`src/rtl/core/ccs_pkg.sv`:
```
// ----------------------------------------------------------------------------
// ccs_pkg
// Shared types and constants of the contraction credit scorer.
// ----------------------------------------------------------------------------
package ccs_pkg;

	localparam int DIST_W  = 32;
	localparam int NODE_W  = 32;
	localparam int CFG_W   = 24;
	localparam int SCORE_W = 17;
	localparam int IDX_W   = 2;

	localparam logic [CFG_W-1:0]   EPSILON_RST = 24'd66;
	localparam logic [SCORE_W-1:0] SCORE_MAX   = 17'h1FFFF;
	localparam logic [DIST_W-1:0]  RATIO_MAX   = 32'hFFFFFFFF;

	typedef enum logic [IDX_W-1:0] {
		CFG_ALPHA   = 2'd0,
		CFG_EPSILON = 2'd1,
		CFG_MODE    = 2'd2
	} cfg_idx_t;

	typedef struct packed {
		logic [CFG_W-1:0] alpha;
		logic [CFG_W-1:0] epsilon;
		logic             distance_mode;
	} ccs_cfg_t;

	typedef struct packed {
		logic              has_alt;
		logic [NODE_W-1:0] node;
		logic [DIST_W-1:0] best_dist;
		logic [DIST_W-1:0] src;
		logic [DIST_W-1:0] wit;
	} ccs_entry_t;

	typedef enum logic [2:0] {
		F_IDLE,
		F_NB,
		F_NB_W,
		F_SRC,
		F_SRC_W,
		F_WIT,
		F_WIT_W,
		F_PUSH
	} front_state_t;

	typedef enum logic [3:0] {
		B_IDLE,
		B_CHK,
		B_WR_GO,
		B_WR_W,
		B_CR_GO,
		B_CR_W,
		B_MUL0,
		B_MUL1,
		B_PROG,
		B_IRR_GO,
		B_IRR_W,
		B_CRED,
		B_OUT
	} back_state_t;

endpackage

```
`src/rtl/core/ccs_if.sv`:
```
// ----------------------------------------------------------------------------
// ccs_if
// Item and score channels: valid/ready with payload.
// ----------------------------------------------------------------------------
interface ccs_in_if;
	logic        valid;
	logic        ready;
	logic [31:0] source_distance_in;
	logic [31:0] witness_distance_in;
	logic [31:0] witness_node;
	logic [31:0] neighbor_node;
	logic [31:0] neighbor_distance_in;
	logic        neighbor_present;
	logic        last_neighbor;

	modport source (
		output valid, source_distance_in, witness_distance_in, witness_node,
		       neighbor_node, neighbor_distance_in, neighbor_present, last_neighbor,
		input  ready
	);
	modport sink (
		input  valid, source_distance_in, witness_distance_in, witness_node,
		       neighbor_node, neighbor_distance_in, neighbor_present, last_neighbor,
		output ready
	);
endinterface

interface ccs_out_if;
	logic        valid;
	logic        ready;
	logic        has_alternative;
	logic [31:0] alternative_node;
	logic [31:0] wit_ratio;
	logic [16:0] cf_ratio;
	logic [16:0] cert_prog;
	logic [16:0] irreplaceability;
	logic [16:0] credit;
	logic        baseline_too_small;

	modport source (
		output valid, has_alternative, alternative_node, wit_ratio,
		       cf_ratio, cert_prog, irreplaceability,
		       credit, baseline_too_small,
		input  ready
	);
	modport sink (
		input  valid, has_alternative, alternative_node, wit_ratio,
		       cf_ratio, cert_prog, irreplaceability,
		       credit, baseline_too_small,
		output ready
	);
endinterface

```
`src/rtl/core/ccs_isqrt.sv`:
```
// ----------------------------------------------------------------------------
// ccs_isqrt
// Integer square root, one result bit per cycle.
// ----------------------------------------------------------------------------
module ccs_isqrt #(
	parameter  int XW = 48,
	localparam int RW = (XW + 1) / 2
) (
	input  logic          clk,
	input  logic          arst_n,
	input  logic          start,
	input  logic [XW-1:0] x,
	output logic          done,
	output logic [RW-1:0] root
);
	localparam int RADW = 2 * RW;
	localparam int CW   = $clog2(RW + 1);

	logic [RADW-1:0] rad_q;
	logic [RW-1:0]   rem_q;
	logic [RW-1:0]   root_q;
	logic [CW-1:0]   cnt_q;
	logic            run_q;
	logic            done_q;

	logic [RW+1:0] t_rem;
	logic [RW+1:0] trial;
	logic          ge;

	assign t_rem = {rem_q, rad_q[RADW-1 -: 2]};
	assign trial = {root_q, 2'b01};
	assign ge    = t_rem >= trial;

	always_ff @(posedge clk or negedge arst_n) begin
		if (!arst_n) begin
			run_q  <= 1'b0;
			done_q <= 1'b0;
			cnt_q  <= '0;
		end else begin
			done_q <= 1'b0;
			if (start) begin
				run_q <= 1'b1;
				cnt_q <= CW'(RW);
			end else if (run_q) begin
				cnt_q <= cnt_q - CW'(1);
				if (cnt_q == CW'(1)) begin
					run_q  <= 1'b0;
					done_q <= 1'b1;
				end
			end
		end
	end

	always_ff @(posedge clk) begin
		if (start) begin
			rad_q  <= RADW'(x);
			rem_q  <= '0;
			root_q <= '0;
		end else if (run_q) begin
			rad_q  <= rad_q << 2;
			rem_q  <= RW'(ge ? t_rem - trial : t_rem);
			root_q <= {root_q[RW-2:0], ge};
		end
	end

	assign done = done_q;
	assign root = root_q;

endmodule

```
`src/rtl/core/ccs_div.sv`:
```
// ----------------------------------------------------------------------------
// ccs_div
// Restoring divider, one quotient bit per cycle.
// ----------------------------------------------------------------------------
module ccs_div #(
	parameter int NW = 48
) (
	input  logic                      clk,
	input  logic                      arst_n,
	input  logic                      start,
	input  logic [NW-1:0]             num,
	input  logic [ccs_pkg::DIST_W-1:0] den,
	output logic                      done,
	output logic [NW-1:0]             quot
);
	import ccs_pkg::*;

	localparam int CNW = $clog2(NW + 1);

	logic [NW-1:0]     n_q;
	logic [DIST_W-1:0] rem_q;
	logic [DIST_W-1:0] den_q;
	logic [CNW-1:0]    cnt_q;
	logic              run_q;
	logic              done_q;

	logic [DIST_W:0] t;
	logic [DIST_W:0] diff;
	logic            ge;

	assign t    = {rem_q, n_q[NW-1]};
	assign diff = t - {1'b0, den_q};
	assign ge   = t >= {1'b0, den_q};

	always_ff @(posedge clk or negedge arst_n) begin
		if (!arst_n) begin
			run_q  <= 1'b0;
			done_q <= 1'b0;
			cnt_q  <= '0;
		end else begin
			done_q <= 1'b0;
			if (start) begin
				run_q <= 1'b1;
				cnt_q <= CNW'(NW);
			end else if (run_q) begin
				cnt_q <= cnt_q - CNW'(1);
				if (cnt_q == CNW'(1)) begin
					run_q  <= 1'b0;
					done_q <= 1'b1;
				end
			end
		end
	end

	always_ff @(posedge clk) begin
		if (start) begin
			n_q   <= num;
			rem_q <= '0;
			den_q <= den;
		end else if (run_q) begin
			n_q   <= {n_q[NW-2:0], ge};
			rem_q <= ge ? diff[DIST_W-1:0] : t[DIST_W-1:0];
		end
	end

	assign done = done_q;
	assign quot = n_q;

endmodule

```
`src/rtl/core/ccs_front.sv`:
```
// ----------------------------------------------------------------------------
// ccs_front
// Takes items, converts distances and tracks the nearest non-witness neighbor.
// ----------------------------------------------------------------------------
module ccs_front #(
	parameter int FRAC_BITS = 16
) (
	input  logic                clk,
	input  logic                arst_n,
	input  ccs_pkg::ccs_cfg_t   cfg,
	ccs_in_if.sink              items,
	output logic                entry_valid,
	input  logic                entry_ready,
	output ccs_pkg::ccs_entry_t entry
);
	import ccs_pkg::*;

	localparam int XW = DIST_W + FRAC_BITS;
	localparam int RW = (XW + 1) / 2;

	front_state_t state_q, state_d;

	logic [DIST_W-1:0] src_raw_q, wit_raw_q, nd_raw_q, src_q, wit_q, best_dist_q;
	logic [NODE_W-1:0] wnode_q, nnode_q, best_node_q;
	logic              present_q, last_q, best_found_q;

	logic              sq_start, sq_done;
	logic [RW-1:0]     sq_root;
	logic [DIST_W-1:0] sel_raw, cv;
	logic              upd_en, src_ld, wit_ld, better, waiting;
	front_state_t      after_nb;

	always_comb begin
		unique case (state_q)
			F_SRC, F_SRC_W: sel_raw = src_raw_q;
			F_WIT, F_WIT_W: sel_raw = wit_raw_q;
			default:        sel_raw = nd_raw_q;
		endcase
	end

	ccs_isqrt #(.XW(XW)) u_isqrt (
		.clk   (clk),
		.arst_n(arst_n),
		.start (sq_start),
		.x     (XW'(sel_raw) << FRAC_BITS),
		.done  (sq_done),
		.root  (sq_root)
	);

	assign waiting  = state_q == F_NB_W || state_q == F_SRC_W || state_q == F_WIT_W;
	assign cv       = waiting ? DIST_W'(sq_root) : sel_raw;
	assign after_nb = last_q ? F_SRC : F_IDLE;
	assign better   = (nnode_q != wnode_q) &&
		(!best_found_q || cv < best_dist_q ||
		 (cv == best_dist_q && nnode_q < best_node_q));

	always_comb begin
		state_d = state_q;
		unique case (state_q)
			F_IDLE:  if (items.valid) state_d = F_NB;
			F_NB: begin
				if (!present_q) state_d = after_nb;
				else if (cfg.distance_mode) state_d = F_NB_W;
				else state_d = after_nb;
			end
			F_NB_W:  if (sq_done) state_d = after_nb;
			F_SRC:   state_d = cfg.distance_mode ? F_SRC_W : F_WIT;
			F_SRC_W: if (sq_done) state_d = F_WIT;
			F_WIT:   state_d = cfg.distance_mode ? F_WIT_W : F_PUSH;
			F_WIT_W: if (sq_done) state_d = F_PUSH;
			F_PUSH:  if (entry_ready) state_d = F_IDLE;
			default: state_d = F_IDLE;
		endcase
	end

	always_comb begin
		items.ready = state_q == F_IDLE;
		entry_valid = state_q == F_PUSH;
		sq_start    = cfg.distance_mode &&
			((state_q == F_NB && present_q) || state_q == F_SRC || state_q == F_WIT);
		upd_en      = present_q &&
			((state_q == F_NB && !cfg.distance_mode) || (state_q == F_NB_W && sq_done));
		src_ld      = (state_q == F_SRC && !cfg.distance_mode) ||
			(state_q == F_SRC_W && sq_done);
		wit_ld      = (state_q == F_WIT && !cfg.distance_mode) ||
			(state_q == F_WIT_W && sq_done);
	end

	always_ff @(posedge clk or negedge arst_n) begin
		if (!arst_n) begin
			state_q      <= F_IDLE;
			best_found_q <= 1'b0;
		end else begin
			state_q <= state_d;
			if (upd_en && better) best_found_q <= 1'b1;
			else if (entry_valid && entry_ready) best_found_q <= 1'b0;
		end
	end

	always_ff @(posedge clk) begin
		if (items.valid && items.ready) begin
			src_raw_q <= items.source_distance_in;
			wit_raw_q <= items.witness_distance_in;
			wnode_q   <= items.witness_node;
			nnode_q   <= items.neighbor_node;
			nd_raw_q  <= items.neighbor_distance_in;
			present_q <= items.neighbor_present;
			last_q    <= items.last_neighbor;
		end
		if (upd_en && better) begin
			best_dist_q <= cv;
			best_node_q <= nnode_q;
		end
		if (src_ld) src_q <= cv;
		if (wit_ld) wit_q <= cv;
	end

	assign entry.has_alt   = best_found_q;
	assign entry.node      = best_found_q ? best_node_q : '0;
	assign entry.best_dist = best_dist_q;
	assign entry.src       = src_q;
	assign entry.wit       = wit_q;

endmodule

```
`src/rtl/core/ccs_queue.sv`:
```
// ----------------------------------------------------------------------------
// ccs_queue
// Two-entry queue between the front and the back.
// ----------------------------------------------------------------------------
module ccs_queue (
	input  logic                clk,
	input  logic                arst_n,
	input  logic                push_valid,
	output logic                push_ready,
	input  ccs_pkg::ccs_entry_t push_data,
	output logic                pop_valid,
	input  logic                pop_ready,
	output ccs_pkg::ccs_entry_t pop_data
);
	import ccs_pkg::*;

	ccs_entry_t mem [2];
	logic       wr_ptr_q, rd_ptr_q;
	logic [1:0] count_q;
	logic       push, pop;

	assign push_ready = count_q != 2'd2;
	assign pop_valid  = count_q != 2'd0;
	assign push       = push_valid && push_ready;
	assign pop        = pop_valid && pop_ready;
	assign pop_data   = mem[rd_ptr_q];

	always_ff @(posedge clk or negedge arst_n) begin
		if (!arst_n) begin
			wr_ptr_q <= 1'b0;
			rd_ptr_q <= 1'b0;
			count_q  <= 2'd0;
		end else begin
			if (push) wr_ptr_q <= ~wr_ptr_q;
			if (pop) rd_ptr_q <= ~rd_ptr_q;
			if (push && !pop) count_q <= count_q + 2'd1;
			else if (pop && !push) count_q <= count_q - 2'd1;
		end
	end

	always_ff @(posedge clk) begin
		if (push) mem[wr_ptr_q] <= push_data;
	end

endmodule

```
`src/rtl/core/ccs_back.sv`:
```
// ----------------------------------------------------------------------------
// ccs_back
// Computes ratios, progress, irreplaceability and credit for one event.
// ----------------------------------------------------------------------------
module ccs_back #(
	parameter int FRAC_BITS = 16
) (
	input  logic                clk,
	input  logic                arst_n,
	input  ccs_pkg::ccs_cfg_t   cfg,
	input  logic                pop_valid,
	output logic                pop_ready,
	input  ccs_pkg::ccs_entry_t entry,
	ccs_out_if.source           scores
);
	import ccs_pkg::*;

	localparam int F  = FRAC_BITS;
	localparam int QW = DIST_W + F;
	localparam int PW = F + 1;
	localparam int AW = CFG_W + 2 * F;
	localparam int SW = (PW > SCORE_W) ? PW : SCORE_W;

	localparam logic [QW-1:0] ONE_Q  = QW'(1) << F;
	localparam logic [QW-1:0] FULL_Q = QW'(1) << (2 * F);
	localparam logic [AW-1:0] FULL_A = AW'(1) << (2 * F);
	localparam logic [PW-1:0] ONE_P  = {1'b1, {F{1'b0}}};

	back_state_t state_q, state_d;

	ccs_entry_t        ent_q;
	logic [QW-1:0]     wr_q;
	logic [PW-1:0]     cr_q, prog_q, irr_q, cred_q;
	logic [AW-1:0]     acc_q;
	logic              bts_q;

	logic              div_start, div_done;
	logic [QW-1:0]     div_num, div_quot, cr_max;
	logic [DIST_W-1:0] div_den;
	logic              small_src, irr_go;
	logic [PW-1:0]     prog_d;
	logic [2*PW-1:0]   cprod;

	function automatic logic [SCORE_W-1:0] sat17(input logic [PW-1:0] v);
		logic [SW-1:0] e;
		e = SW'(v);
		return (e > SW'(SCORE_MAX)) ? SCORE_MAX : e[SCORE_W-1:0];
	endfunction

	always_comb begin
		unique case (state_q)
			B_CR_GO:  div_num = QW'(ent_q.best_dist) << F;
			B_IRR_GO: div_num = QW'(cr_q - wr_q[PW-1:0]) << F;
			default:  div_num = QW'(ent_q.wit) << F;
		endcase
		div_den = (state_q == B_IRR_GO) ? DIST_W'(cr_q) : ent_q.src;
	end

	ccs_div #(.NW(QW)) u_div (
		.clk   (clk),
		.arst_n(arst_n),
		.start (div_start),
		.num   (div_num),
		.den   (div_den),
		.done  (div_done),
		.quot  (div_quot)
	);

	assign small_src = ent_q.src <= DIST_W'(cfg.epsilon);
	assign cr_max    = (div_quot < wr_q) ? wr_q : div_quot;
	assign irr_go    = (DIST_W'(cr_q) > DIST_W'(cfg.epsilon)) && (wr_q < QW'(cr_q));
	assign cprod     = {{PW{1'b0}}, prog_q} * {{PW{1'b0}}, irr_q};

	always_comb begin
		if (cfg.alpha == '0) prog_d = ONE_P;
		else if (wr_q >= FULL_Q || acc_q >= FULL_A) prog_d = '0;
		else prog_d = PW'((FULL_A - acc_q) >> F);
	end

	always_comb begin
		state_d = state_q;
		unique case (state_q)
			B_IDLE:   if (pop_valid) state_d = B_CHK;
			B_CHK:    state_d = small_src ? B_OUT : B_WR_GO;
			B_WR_GO:  state_d = B_WR_W;
			B_WR_W:   if (div_done) state_d = ent_q.has_alt ? B_CR_GO : B_MUL0;
			B_CR_GO:  state_d = B_CR_W;
			B_CR_W:   if (div_done) state_d = B_MUL0;
			B_MUL0:   state_d = B_MUL1;
			B_MUL1:   state_d = B_PROG;
			B_PROG:   state_d = irr_go ? B_IRR_GO : B_CRED;
			B_IRR_GO: state_d = B_IRR_W;
			B_IRR_W:  if (div_done) state_d = B_CRED;
			B_CRED:   state_d = B_OUT;
			B_OUT:    if (scores.ready) state_d = B_IDLE;
			default:  state_d = B_IDLE;
		endcase
	end

	always_comb begin
		pop_ready    = state_q == B_IDLE;
		div_start    = state_q == B_WR_GO || state_q == B_CR_GO || state_q == B_IRR_GO;
		scores.valid = state_q == B_OUT;
	end

	always_ff @(posedge clk or negedge arst_n) begin
		if (!arst_n) state_q <= B_IDLE;
		else state_q <= state_d;
	end

	always_ff @(posedge clk) begin
		unique case (state_q)
			B_IDLE: if (pop_valid) ent_q <= entry;
			B_CHK: begin
				bts_q  <= small_src;
				wr_q   <= '0;
				cr_q   <= '0;
				prog_q <= '0;
				irr_q  <= '0;
				cred_q <= '0;
			end
			B_WR_W: if (div_done) begin
				wr_q <= div_quot;
				cr_q <= ONE_P;
			end
			B_CR_W: if (div_done) cr_q <= (cr_max > ONE_Q) ? ONE_P : cr_max[PW-1:0];
			B_MUL0: acc_q <= AW'(cfg.alpha) * AW'(wr_q[F-1:0]);
			B_MUL1: acc_q <= acc_q + ((AW'(cfg.alpha) * AW'(wr_q[2*F-1:F])) << F);
			B_PROG: begin
				prog_q <= prog_d;
				irr_q  <= '0;
			end
			B_IRR_W: if (div_done) irr_q <= div_quot[PW-1:0];
			B_CRED:  cred_q <= PW'(cprod >> F);
			default: ;
		endcase
	end

	assign scores.has_alternative    = ent_q.has_alt;
	assign scores.alternative_node   = ent_q.node;
	assign scores.wit_ratio          = (wr_q > QW'(RATIO_MAX)) ? RATIO_MAX : wr_q[DIST_W-1:0];
	assign scores.cf_ratio           = sat17(cr_q);
	assign scores.cert_prog          = sat17(prog_q);
	assign scores.irreplaceability   = sat17(irr_q);
	assign scores.credit             = sat17(cred_q);
	assign scores.baseline_too_small = bts_q;

endmodule

```
`src/rtl/core/contraction_credit_scorer.sv`:
```
// ----------------------------------------------------------------------------
// contraction_credit_scorer
// Scores one pruning event from a stream of neighbor items.
// ----------------------------------------------------------------------------
// Front: in squared mode an item with a present neighbor takes one serial square
// root, in true mode none; a last item adds two more roots.
// Back: up to three serial divisions per event; a two-entry queue decouples
// it from the front.
// Reset clears control state and loads alpha = one, epsilon = 66, squared mode.
module contraction_credit_scorer #(
	parameter int FRAC_BITS = 16
) (
	input  logic                           clk,
	input  logic                           arst_n,
	input  logic                           cfg_we,
	input  logic [ccs_pkg::IDX_W-1:0]      cfg_idx,
	input  logic [ccs_pkg::CFG_W-1:0]      cfg_data,
	ccs_in_if.sink                         items,
	ccs_out_if.source                      scores
);
	import ccs_pkg::*;

	localparam logic [CFG_W-1:0] ALPHA_RST = CFG_W'(1) << FRAC_BITS;

	ccs_cfg_t   cfg_q;
	ccs_entry_t f_entry, b_entry;
	logic       f_valid, f_ready, b_valid, b_ready;

	always_ff @(posedge clk or negedge arst_n) begin
		if (!arst_n) begin
			cfg_q.alpha         <= ALPHA_RST;
			cfg_q.epsilon       <= EPSILON_RST;
			cfg_q.distance_mode <= 1'b1;
		end else if (cfg_we) begin
			unique case (cfg_idx)
				CFG_ALPHA:   cfg_q.alpha         <= cfg_data;
				CFG_EPSILON: cfg_q.epsilon       <= cfg_data;
				CFG_MODE:    cfg_q.distance_mode <= cfg_data[0];
				default:     ;
			endcase
		end
	end

	ccs_front #(.FRAC_BITS(FRAC_BITS)) u_front (
		.clk        (clk),
		.arst_n     (arst_n),
		.cfg        (cfg_q),
		.items      (items),
		.entry_valid(f_valid),
		.entry_ready(f_ready),
		.entry      (f_entry)
	);

	ccs_queue u_queue (
		.clk       (clk),
		.arst_n    (arst_n),
		.push_valid(f_valid),
		.push_ready(f_ready),
		.push_data (f_entry),
		.pop_valid (b_valid),
		.pop_ready (b_ready),
		.pop_data  (b_entry)
	);

	ccs_back #(.FRAC_BITS(FRAC_BITS)) u_back (
		.clk      (clk),
		.arst_n   (arst_n),
		.cfg      (cfg_q),
		.pop_valid(b_valid),
		.pop_ready(b_ready),
		.entry    (b_entry),
		.scores   (scores)
	);

	a_small_zero: assert property (@(posedge clk) disable iff (!arst_n)
		scores.valid && scores.baseline_too_small |->
			scores.wit_ratio == '0 && scores.cf_ratio == '0 &&
			scores.cert_prog == '0 && scores.credit == '0)
		else $error("baseline result carries nonzero ratios");

	a_no_alt_node: assert property (@(posedge clk) disable iff (!arst_n)
		scores.valid && !scores.has_alternative |-> scores.alternative_node == '0)
		else $error("alternative node without alternative");

	a_credit_bound: assert property (@(posedge clk) disable iff (!arst_n)
		scores.valid |-> scores.credit <= scores.cert_prog &&
			scores.credit <= scores.irreplaceability)
		else $error("credit exceeds its factors");

endmodule

```
`src/flat_wrapper.sv`:
```
// flat-port wrapper written by rule: the top's interface ports become plain ports
module contraction_credit_scorer_flat import ccs_pkg::*;
#(
	parameter int FRAC_BITS = 16
)
  (clk, arst_n, cfg_we, cfg_idx, cfg_data, items_valid, items_source_distance_in, items_witness_distance_in, items_witness_node, items_neighbor_node, items_neighbor_distance_in, items_neighbor_present, items_last_neighbor, items_ready, scores_valid, scores_has_alternative, scores_alternative_node, scores_wit_ratio, scores_cf_ratio, scores_cert_prog, scores_irreplaceability, scores_credit, scores_baseline_too_small, scores_ready);
  ccs_in_if items_i ();
  ccs_out_if scores_i ();
  input  logic clk;
  input  logic arst_n;
  input  logic cfg_we;
  input  logic [ccs_pkg::IDX_W-1:0] cfg_idx;
  input  logic [ccs_pkg::CFG_W-1:0] cfg_data;
  input wire logic [$bits(items_i.valid)-1:0] items_valid;
  input wire logic [$bits(items_i.source_distance_in)-1:0] items_source_distance_in;
  input wire logic [$bits(items_i.witness_distance_in)-1:0] items_witness_distance_in;
  input wire logic [$bits(items_i.witness_node)-1:0] items_witness_node;
  input wire logic [$bits(items_i.neighbor_node)-1:0] items_neighbor_node;
  input wire logic [$bits(items_i.neighbor_distance_in)-1:0] items_neighbor_distance_in;
  input wire logic [$bits(items_i.neighbor_present)-1:0] items_neighbor_present;
  input wire logic [$bits(items_i.last_neighbor)-1:0] items_last_neighbor;
  output wire logic [$bits(items_i.ready)-1:0] items_ready;
  output wire logic [$bits(scores_i.valid)-1:0] scores_valid;
  output wire logic [$bits(scores_i.has_alternative)-1:0] scores_has_alternative;
  output wire logic [$bits(scores_i.alternative_node)-1:0] scores_alternative_node;
  output wire logic [$bits(scores_i.wit_ratio)-1:0] scores_wit_ratio;
  output wire logic [$bits(scores_i.cf_ratio)-1:0] scores_cf_ratio;
  output wire logic [$bits(scores_i.cert_prog)-1:0] scores_cert_prog;
  output wire logic [$bits(scores_i.irreplaceability)-1:0] scores_irreplaceability;
  output wire logic [$bits(scores_i.credit)-1:0] scores_credit;
  output wire logic [$bits(scores_i.baseline_too_small)-1:0] scores_baseline_too_small;
  input wire logic [$bits(scores_i.ready)-1:0] scores_ready;
  assign items_i.valid = items_valid;
  assign items_i.source_distance_in = items_source_distance_in;
  assign items_i.witness_distance_in = items_witness_distance_in;
  assign items_i.witness_node = items_witness_node;
  assign items_i.neighbor_node = items_neighbor_node;
  assign items_i.neighbor_distance_in = items_neighbor_distance_in;
  assign items_i.neighbor_present = items_neighbor_present;
  assign items_i.last_neighbor = items_last_neighbor;
  assign items_ready = items_i.ready;
  assign scores_valid = scores_i.valid;
  assign scores_has_alternative = scores_i.has_alternative;
  assign scores_alternative_node = scores_i.alternative_node;
  assign scores_wit_ratio = scores_i.wit_ratio;
  assign scores_cf_ratio = scores_i.cf_ratio;
  assign scores_cert_prog = scores_i.cert_prog;
  assign scores_irreplaceability = scores_i.irreplaceability;
  assign scores_credit = scores_i.credit;
  assign scores_baseline_too_small = scores_i.baseline_too_small;
  assign scores_i.ready = scores_ready;
  contraction_credit_scorer #(.FRAC_BITS(FRAC_BITS)) u_core (.clk(clk), .arst_n(arst_n), .cfg_we(cfg_we), .cfg_idx(cfg_idx), .cfg_data(cfg_data), .items(items_i), .scores(scores_i));
endmodule
```
`config.mk`:
```
export PLATFORM = sky130hd
export DESIGN_NAME = contraction_credit_scorer_flat
export DESIGN_NICKNAME = d
export VERILOG_FILES = /design/src/rtl/core/ccs_pkg.sv /design/src/rtl/core/ccs_if.sv /design/src/rtl/core/ccs_isqrt.sv /design/src/rtl/core/ccs_div.sv /design/src/rtl/core/ccs_front.sv /design/src/rtl/core/ccs_queue.sv /design/src/rtl/core/ccs_back.sv /design/src/rtl/core/contraction_credit_scorer.sv /design/src/flat_wrapper.sv
export SDC_FILE = /design/constraint.sdc
export NUM_CORES = 2
export LEC_CHECK = 0
export ABC_AREA = 1
export ABC_CLOCK_PERIOD_IN_PS = 19510
export BUFFER_PORTS_ARGS = -buffer_cell sky130_fd_sc_hd__buf_2
export CELL_PAD_IN_SITES_DETAIL_PLACEMENT = 1
export CELL_PAD_IN_SITES_GLOBAL_PLACEMENT = 1
export CORE_ASPECT_RATIO = 2
export CORE_MARGIN = 10
export CORE_UTILIZATION = 45
export CTS_BUF_LIST = sky130_fd_sc_hd__clkbuf_8
export DETAILED_ROUTE_END_ITERATION = 12
export PLACE_DENSITY_LB_ADDON = 0.1
export SYNTH_ARGS = -nofsm -noshare
export SYNTH_HDL_FRONTEND = slang
export SYNTH_SLANG_ARGS = --single-unit
```
`constraint.sdc`:
```
create_clock -name clk -period 19.51 [get_ports clk]
set_clock_uncertainty 0.2 [all_clocks]
set_input_delay 0.9755 -clock clk [delete_from_list [all_inputs] [get_ports clk]]
set_output_delay 0.9755 -clock clk [all_outputs]
set_load 0.005 [all_outputs]
```
Word-level counts from Yosys, hierarchy flattened

Memory sizes are Yosys's and may differ from the RTL's. A register that Yosys moved wholly into a read port is not among the register bits.
Cells that the tools add are included.

Flip-flop bits (word level): 731
Memory bits (writable): 258
Input bits: 193
Output and inout bits: 136
Word-level logic and storage cells: 240
Memories kept: 1

Add/subtract/negate cells: 9
Multipliers: 3
$lt $le $gt $ge: 16
Equality and inequality tests: 36
Muxes and demuxes: 72
Bitwise operators: 2
Reductions and logical operators: 61

Memory list:

| memory             | words | bits a word | rd ports | clocked after Yosys merged registers in | wr ports | line            | source |
|---|---|---|---|---|---|---|---|
| u_core.u_queue.mem | 2     | 129         | 1        | 1                                       | 1        | ccs_queue.sv:17 | `ccs_entry_t mem [2];` |

Operator list:

| kind                                                                 | number |
|---|---|
| 2-to-1 mux 48 bit                                                    | 6 |
| one-hot mux 48 bit (2 select lines)                                  | 2 |
| 2-to-1 mux 17 bit                                                    | 11 |
| 2-to-1 mux 32 bit                                                    | 4 |
| one-hot mux 56 bit (2 select lines)                                  | 1 |
| one-hot mux 17 bit (2 select lines)                                  | 3 |
| multiplier 24 x 16 -> 40 bit                                         | 2 |
| > comparator 17 bit (second input constant)                          | 4 |
| < comparator 32 bit                                                  | 2 |
| one-hot mux 32 bit (2 select lines)                                  | 1 |
| adder 56 bit                                                         | 1 |
| greater-or-equal comparator 56 x 33 -> 1 bit (second input constant) | 1 |
| one-hot mux 4 bit (13 select lines)                                  | 1 |
| one-hot mux 17 bit (3 select lines)                                  | 1 |
| greater-or-equal comparator 48 x 33 -> 1 bit (second input constant) | 1 |
| > comparator 48 x 17 -> 1 bit (second input constant)                | 1 |
| > comparator 48 x 32 -> 1 bit (second input constant)                | 1 |
| < comparator 48 x 17 -> 1 bit                                        | 1 |
| < comparator 48 bit                                                  | 1 |
| greater-or-equal comparator 33 x 32 -> 1 bit                         | 1 |
| multiplier 17 x 17 -> 33 bit                                         | 1 |
| subtractor 33 bit (first input constant)                             | 1 |
| equality test 32 bit                                                 | 1 |
| less-or-equal comparator 32 x 24 -> 1 bit                            | 1 |
| other kinds (45)                                                     | 149 |

Logic depth before layout (Yosys ltp)

Depth after elaboration: 10
Gate-level depth with buffers: 40
Mapped depth without buffers: 38

Hierarchy

A second synthesis with hierarchy kept.

Cells, all modules: 10495
Area, all modules: 91081.1 um^2

By module, submodules not included:

| module                    | instances | cells an instance | area each (um^2) | sequential area each (um^2) |
|---|---|---|---|---|
| ccs_back                  | 1         | 6654              | 53034.6          | 9168.8 |
| ccs_front                 | 1         | 1011              | 12743.5          | 8808.4 |
| ccs_queue                 | 1         | 703               | 9633.0           | 7847.5 |
| ccs_div                   | 1         | 1067              | 7613.6           | 3243.1 |
| ccs_isqrt                 | 1         | 841               | 6014.5           | 2577.5 |
| contraction_credit_scorer | 1         | 219               | 2042.0           | 1231.2 |

Worst setup path after synthesis

OpenSTA, ideal clock, no wires.

Path kind: input to register
Start point: input items_valid
End point: register u_core.u_front.last_q, enable pin
Arrival: 11870 ps
Required time: 18429 ps
Path slack: 6558 ps
Stages: 2
Cells stage by stage: inv_1 nor3_1

Cells in the longest elaborated chain, start to end: 1

RTL lines:

| item                 | line               | source |
|---|---|---|
| from (decl)          | flat_wrapper.sv:14 | `input wire logic [$bits(items_i.valid)-1:0] items_valid;` |
| logical AND 1 bit    | ccs_front.sv:101   | `if (items.valid && items.ready) begin` |
| to (signal assigned) | ccs_front.sv:108   | `last_q <= items.last_neighbor;` |
| to (decl)            | ccs_front.sv:25    | `logic present_q, last_q, best_found_q;` |

No other way between the ends.
A chain may end at the register's enable or synchronous reset.

Worst setup path after layout

Start point: register u_core.u_back.wr_q[28]
End point: register u_core.u_back.acc_q[49], data pin

Cells in the longest elaborated chain, start to end: 3

RTL lines:

| item                                | line            | source |
|---|---|---|
| from (decl)                         | ccs_back.sv:32  | `logic [QW-1:0] wr_q;` |
| from (signal assigned)              | ccs_back.sv:123 | `wr_q <= div_quot;` |
| multiplier 24 x 16 -> 40 bit        | ccs_back.sv:128 | `B_MUL1: acc_q <= acc_q + ((AW'(cfg.alpha) * AW'(wr_q[2*F-1:F])) << F);` |
| adder 56 bit                        | ccs_back.sv:128 |  |
| one-hot mux 56 bit (2 select lines) | ccs_back.sv:112 | `unique case (state_q)` |
| to (signal assigned)                | ccs_back.sv:127 | `B_MUL0: acc_q <= AW'(cfg.alpha) * AW'(wr_q[F-1:0]);` |
| to (signal assigned)                | ccs_back.sv:128 |  |
| to (decl)                           | ccs_back.sv:34  | `logic [AW-1:0] acc_q;` |

No other way between the ends.

==> metrics.log <==
[metrics] worst reg2reg path depth: 28
[metrics] Synth Cell Area: 87600 sq um
[metrics] top cell types by occurrence after synthesis: 2132 x sky130_fd_sc_hd__nand2_1, 1968 x sky130_fd_sc_hd__inv_1, 962 x sky130_fd_sc_hd__edfxtp_1
[metrics] clock root buffer master: sky130_fd_sc_hd__clkbuf_8
[metrics] chip width: 332 um
[metrics] area delta synth->final: 9.79%
[metrics] number of port buffers: 328
[metrics] part of the cycle the worst path needs: 47.3%
[metrics] number of detailed-route iterations in the first pass: 5
[metrics] HP Start: items_source_distance_in[17]
[metrics] count of final setup violators: 0
[metrics] synthesized instance count: 9499
[metrics] Min Clock Period, post-route: 9220 ps
[metrics] final wirelength: 313000 um
[metrics] number of buffers created by CTS: 172
[metrics] fraction of synthesis flops using an asynchronous set or reset pin: 6.80%
[metrics] DP Worst Slack: 10310 ps
[metrics] count of flip-flops with a built-in enable after synthesis: 962
[metrics] global-route total usage across every layer: 29.0%
[metrics] maximum clock insertion buffer count: 4
[metrics] top cell type's share of synthesized area: 33.0%
[metrics] clock-pin slew on the worst setup and hold paths: 70 ps
[metrics] critical path endpoint category: flip-flop
[metrics] post-DR vias/cell: 5.37
[metrics] average instance area after synthesis: 9.23 sq um
[metrics] Crit path largest cell delay: 1170 ps
[metrics] total via count in the routed design: 66.9k
[metrics] class of the tightest hold or removal check: primary input to flip-flop
[metrics] number of primary I/O pins: 329
[metrics] Final Hold Violating Endpoints: 0
[metrics] number of placed instances, taps included: 12.0k
[metrics] number of max-cap violations: 0
[metrics] maximum level of the CTS H-tree: 4
[metrics] Yosys top cell by area: sky130_fd_sc_hd__edfxtp_1
[metrics] initial detailed-routing violation count: 3362
[metrics] post-synthesis sequential element count: 1118
[metrics] number of antenna violations at the first check in global routing: 15
[metrics] peak fanout along the critical path: 25
[metrics] critical path's most frequent cell: sky130_fd_sc_hd__fa_1
[metrics] vias in the first global route: 76.5k
[metrics] post-layout worst setup margin: 10290 ps
[metrics] post-detailed-placement half-perimeter wirelength: 248000 um
[metrics] hold-critical path endpoint: u_core.u_front.src_raw_q[17]$_DFFE_PP_
[metrics] arrival time of the worst setup path: 9800 ps
[metrics] Primary FF master, synth: sky130_fd_sc_hd__edfxtp_1
[metrics] max-slew violation count: 0
[metrics] count of placed standard cells in the final layout, fillers left out: 12.5k
[metrics] type of element launching the critical path: flip-flop
[metrics] worst slack on hold paths: 53.2 ps
[metrics] vertical die dimension: 644 um
[metrics] Worst R2R End: u_core.u_back.acc_q[49]$_SDFFCE_PN0P_
[metrics] final-layout setup total negative slack: 0 ps
[metrics] total nets after synthesis: 11.1k
[metrics] starting utilization of the core area: 45.1%
[metrics] CTS tree: done
[metrics] fraction of layout instances using a drive strength above 1: 9.39%
[metrics] largest cells by area after synthesis: sky130_fd_sc_hd__edfxtp_1 33%, sky130_fd_sc_hd__fa_1 19%, sky130_fd_sc_hd__nand2_1 9.1%
[metrics] Overflow after GRT: 0
[metrics] worst-case headroom to the max-slew limit: 7.78%
[metrics] Hold Path Stages: 1
[metrics] clk_lat worst skew: 920 ps
[metrics] total DRC errors in the routed layout: 0
[metrics] fraction of the yosys area taken by sequential cells: 37.0%
[metrics] distinct cell type count of the synthesized netlist: 63
[metrics] Least-Margin Pin Slew: 1380 ps
[metrics] Core Rows: 229
[metrics] Synth Warn #: 0
[metrics] Die Outline Area: 214000 sq um
[metrics] number of setup buffers added after CTS: 0
[metrics] nets@finish: 11.4k
[metrics] master of the slowest instance on the critical path: sky130_fd_sc_hd__edfxtp_1
[metrics] core area: 194000 sq um
[metrics] most repeated cell in the gate-level netlist after synthesis: sky130_fd_sc_hd__nand2_1
[metrics] setup repair after global routing missed its margin: no
[metrics] Routed WL per cell: 25.1 um
[metrics] required time at the worst-slack endpoint: 20090 ps
[metrics] fmax: 108 MHz
[metrics] launching instance or port of the critical path: u_core.u_back.wr_q[28]$_SDFFCE_PN0P_
[metrics] number of antenna-violating nets in the routed design: 0
[metrics] GPL Wtd Cong: 0.956
[metrics] pin count of the biggest net entering global routing: 163
[metrics] run status: completed
[metrics] global-route wire length before repair: 468000 um
[metrics] critical register-to-register path startpoint: u_core.u_back.wr_q[28]$_SDFFCE_PN0P_
[metrics] type of the setup path with the least slack: flip-flop to flip-flop
[metrics] Worst R2R Setup Slack: 10290 ps
[metrics] total clock sinks: 1118
[per-layer routing]
| layer | vias up | wire, um | GRT usage (%) | share of wire, % |
|---|---|---|---|---|
| met5 | - | 23 | 0 | 0.0074 |
| met4 | 6 | 28800 | 22.2 | 9.2 |
| met3 | 794 | 12700 | 4.02 | 4.0 |
| met2 | 1662 | 168000 | 55.2 | 54 |
| met1 | 34000 | 104000 | 27.7 | 33 |
| li1 | 30400 | - | - | - |
[metrics by stage]
step	cell area, sq um	util (%)
after global routing	96200	49.5
after detailed placement	91700	47.2
final	96200	49.5
after CTS	96200	49.5
after global placement	91700	47.2
after floorplan	87600	-
[cells by family (layout without fill, tap and decap cells)]
family / count (synthesis) / count (layout) / synth area share [%]
buffers and inverters: 2467 / 2868 / 10.8
flip-flops: 1118 / 1118 / 37.0
XOR/XNOR: 130 / 130 / 1.30
AO/OA/AOI/OAI: 1175 / 1175 / 7.64
multiplexers: 129 / 129 / 1.66
adder cells (fa/ha/maj): 1450 / 1450 / 27.9
AND/OR/NAND/NOR: 3030 / 3030 / 13.8
other: 0 / 18 / 0
[state kept, by name (all words and copies together), names as in the netlist, 48 cells and up]
| register | cells |
|---|---|
| u_core.cfg_q | 49 |
| u_core.u_back.wr_q | 48 |
| u_core.u_back.ent_q | 96 |
| u_core.u_back.u_div.quot | 48 |
| u_core.u_queue.mem | 258 |
| u_core.u_back.acc_q | 56 |
[worst max path at each step]
stage	endpoint	slack, ps	cells past startpoint
after floorplan	u_core.u_front.last_q$_DFFE_PP_	6560	2
after global placement	u_core.u_back.acc_q[50]$_SDFFCE_PN0P_	10380	35
after detailed placement	u_core.u_back.acc_q[50]$_SDFFCE_PN0P_	10310	33
after CTS	u_core.u_back.acc_q[49]$_SDFFCE_PN0P_	10300	28
after global routing	u_core.u_back.acc_q[49]$_SDFFCE_PN0P_	9770	28
final	u_core.u_back.acc_q[49]$_SDFFCE_PN0P_	10290	28
[layout make-up]
cell class	count	area (sq um)
fillers	22300	98000
multi-input cells	5914	45900
flip-flops and latches	1118	32400
inverters	1979	7430
repair buffers	584	3880
well taps	2541	3180
clock buffers	176	2420
clock inverters	129	927
diodes	18	45.0
[cells in the final DEF (no fill, tap or decap), drive strengths merged, types with 18 or more instances in the layout]
| master | instances |
|---|---|
| a21o | 25 |
| a21oi | 446 |
| a221oi | 35 |
| a22oi | 24 |
| a31oi | 31 |
| buf | 469 |
| clkbuf | 176 |
| clkinv | 62 |
| dfrtp | 72 |
| dfxtp | 80 |
| diode | 18 |
| dlygate4sd3 | 115 |
| edfxtp | 962 |
| fa | 836 |
| ha | 614 |
| inv | 2023 |
| mux2 | 129 |
| nand2 | 2135 |
| nand3 | 186 |
| nand4 | 55 |
| nor2 | 503 |
| nor3 | 56 |
| nor4 | 49 |
| o211ai | 30 |
| o21a | 30 |
| o21ai | 438 |
| o21bai | 22 |
| o221ai | 18 |
| o22ai | 28 |
| or2 | 29 |
| xnor2 | 56 |
| xor2 | 74 |
[worst max-delay path, delay by kind of cell (launching register included)]
family | cells | cell delay (ps)
AO/OA/AOI/OAI | 6 | 1240
XOR/XNOR | 1 | 180
adder cells (fa/ha/maj) | 8 | 4090
buffers and inverters | 3 | 190
flip-flops | 1 | 1170
AND/OR/NAND/NOR | 10 | 2040
[repair_timing]
action                                 4_1_cts  5_1_grt
endpoints found under the hold margin      139        0
hold buffers                               115        0
gates resized for setup                      0        0
Power is not shown: default switching activity piles up to over one toggle a cycle in this logic, so the estimate is an artifact.
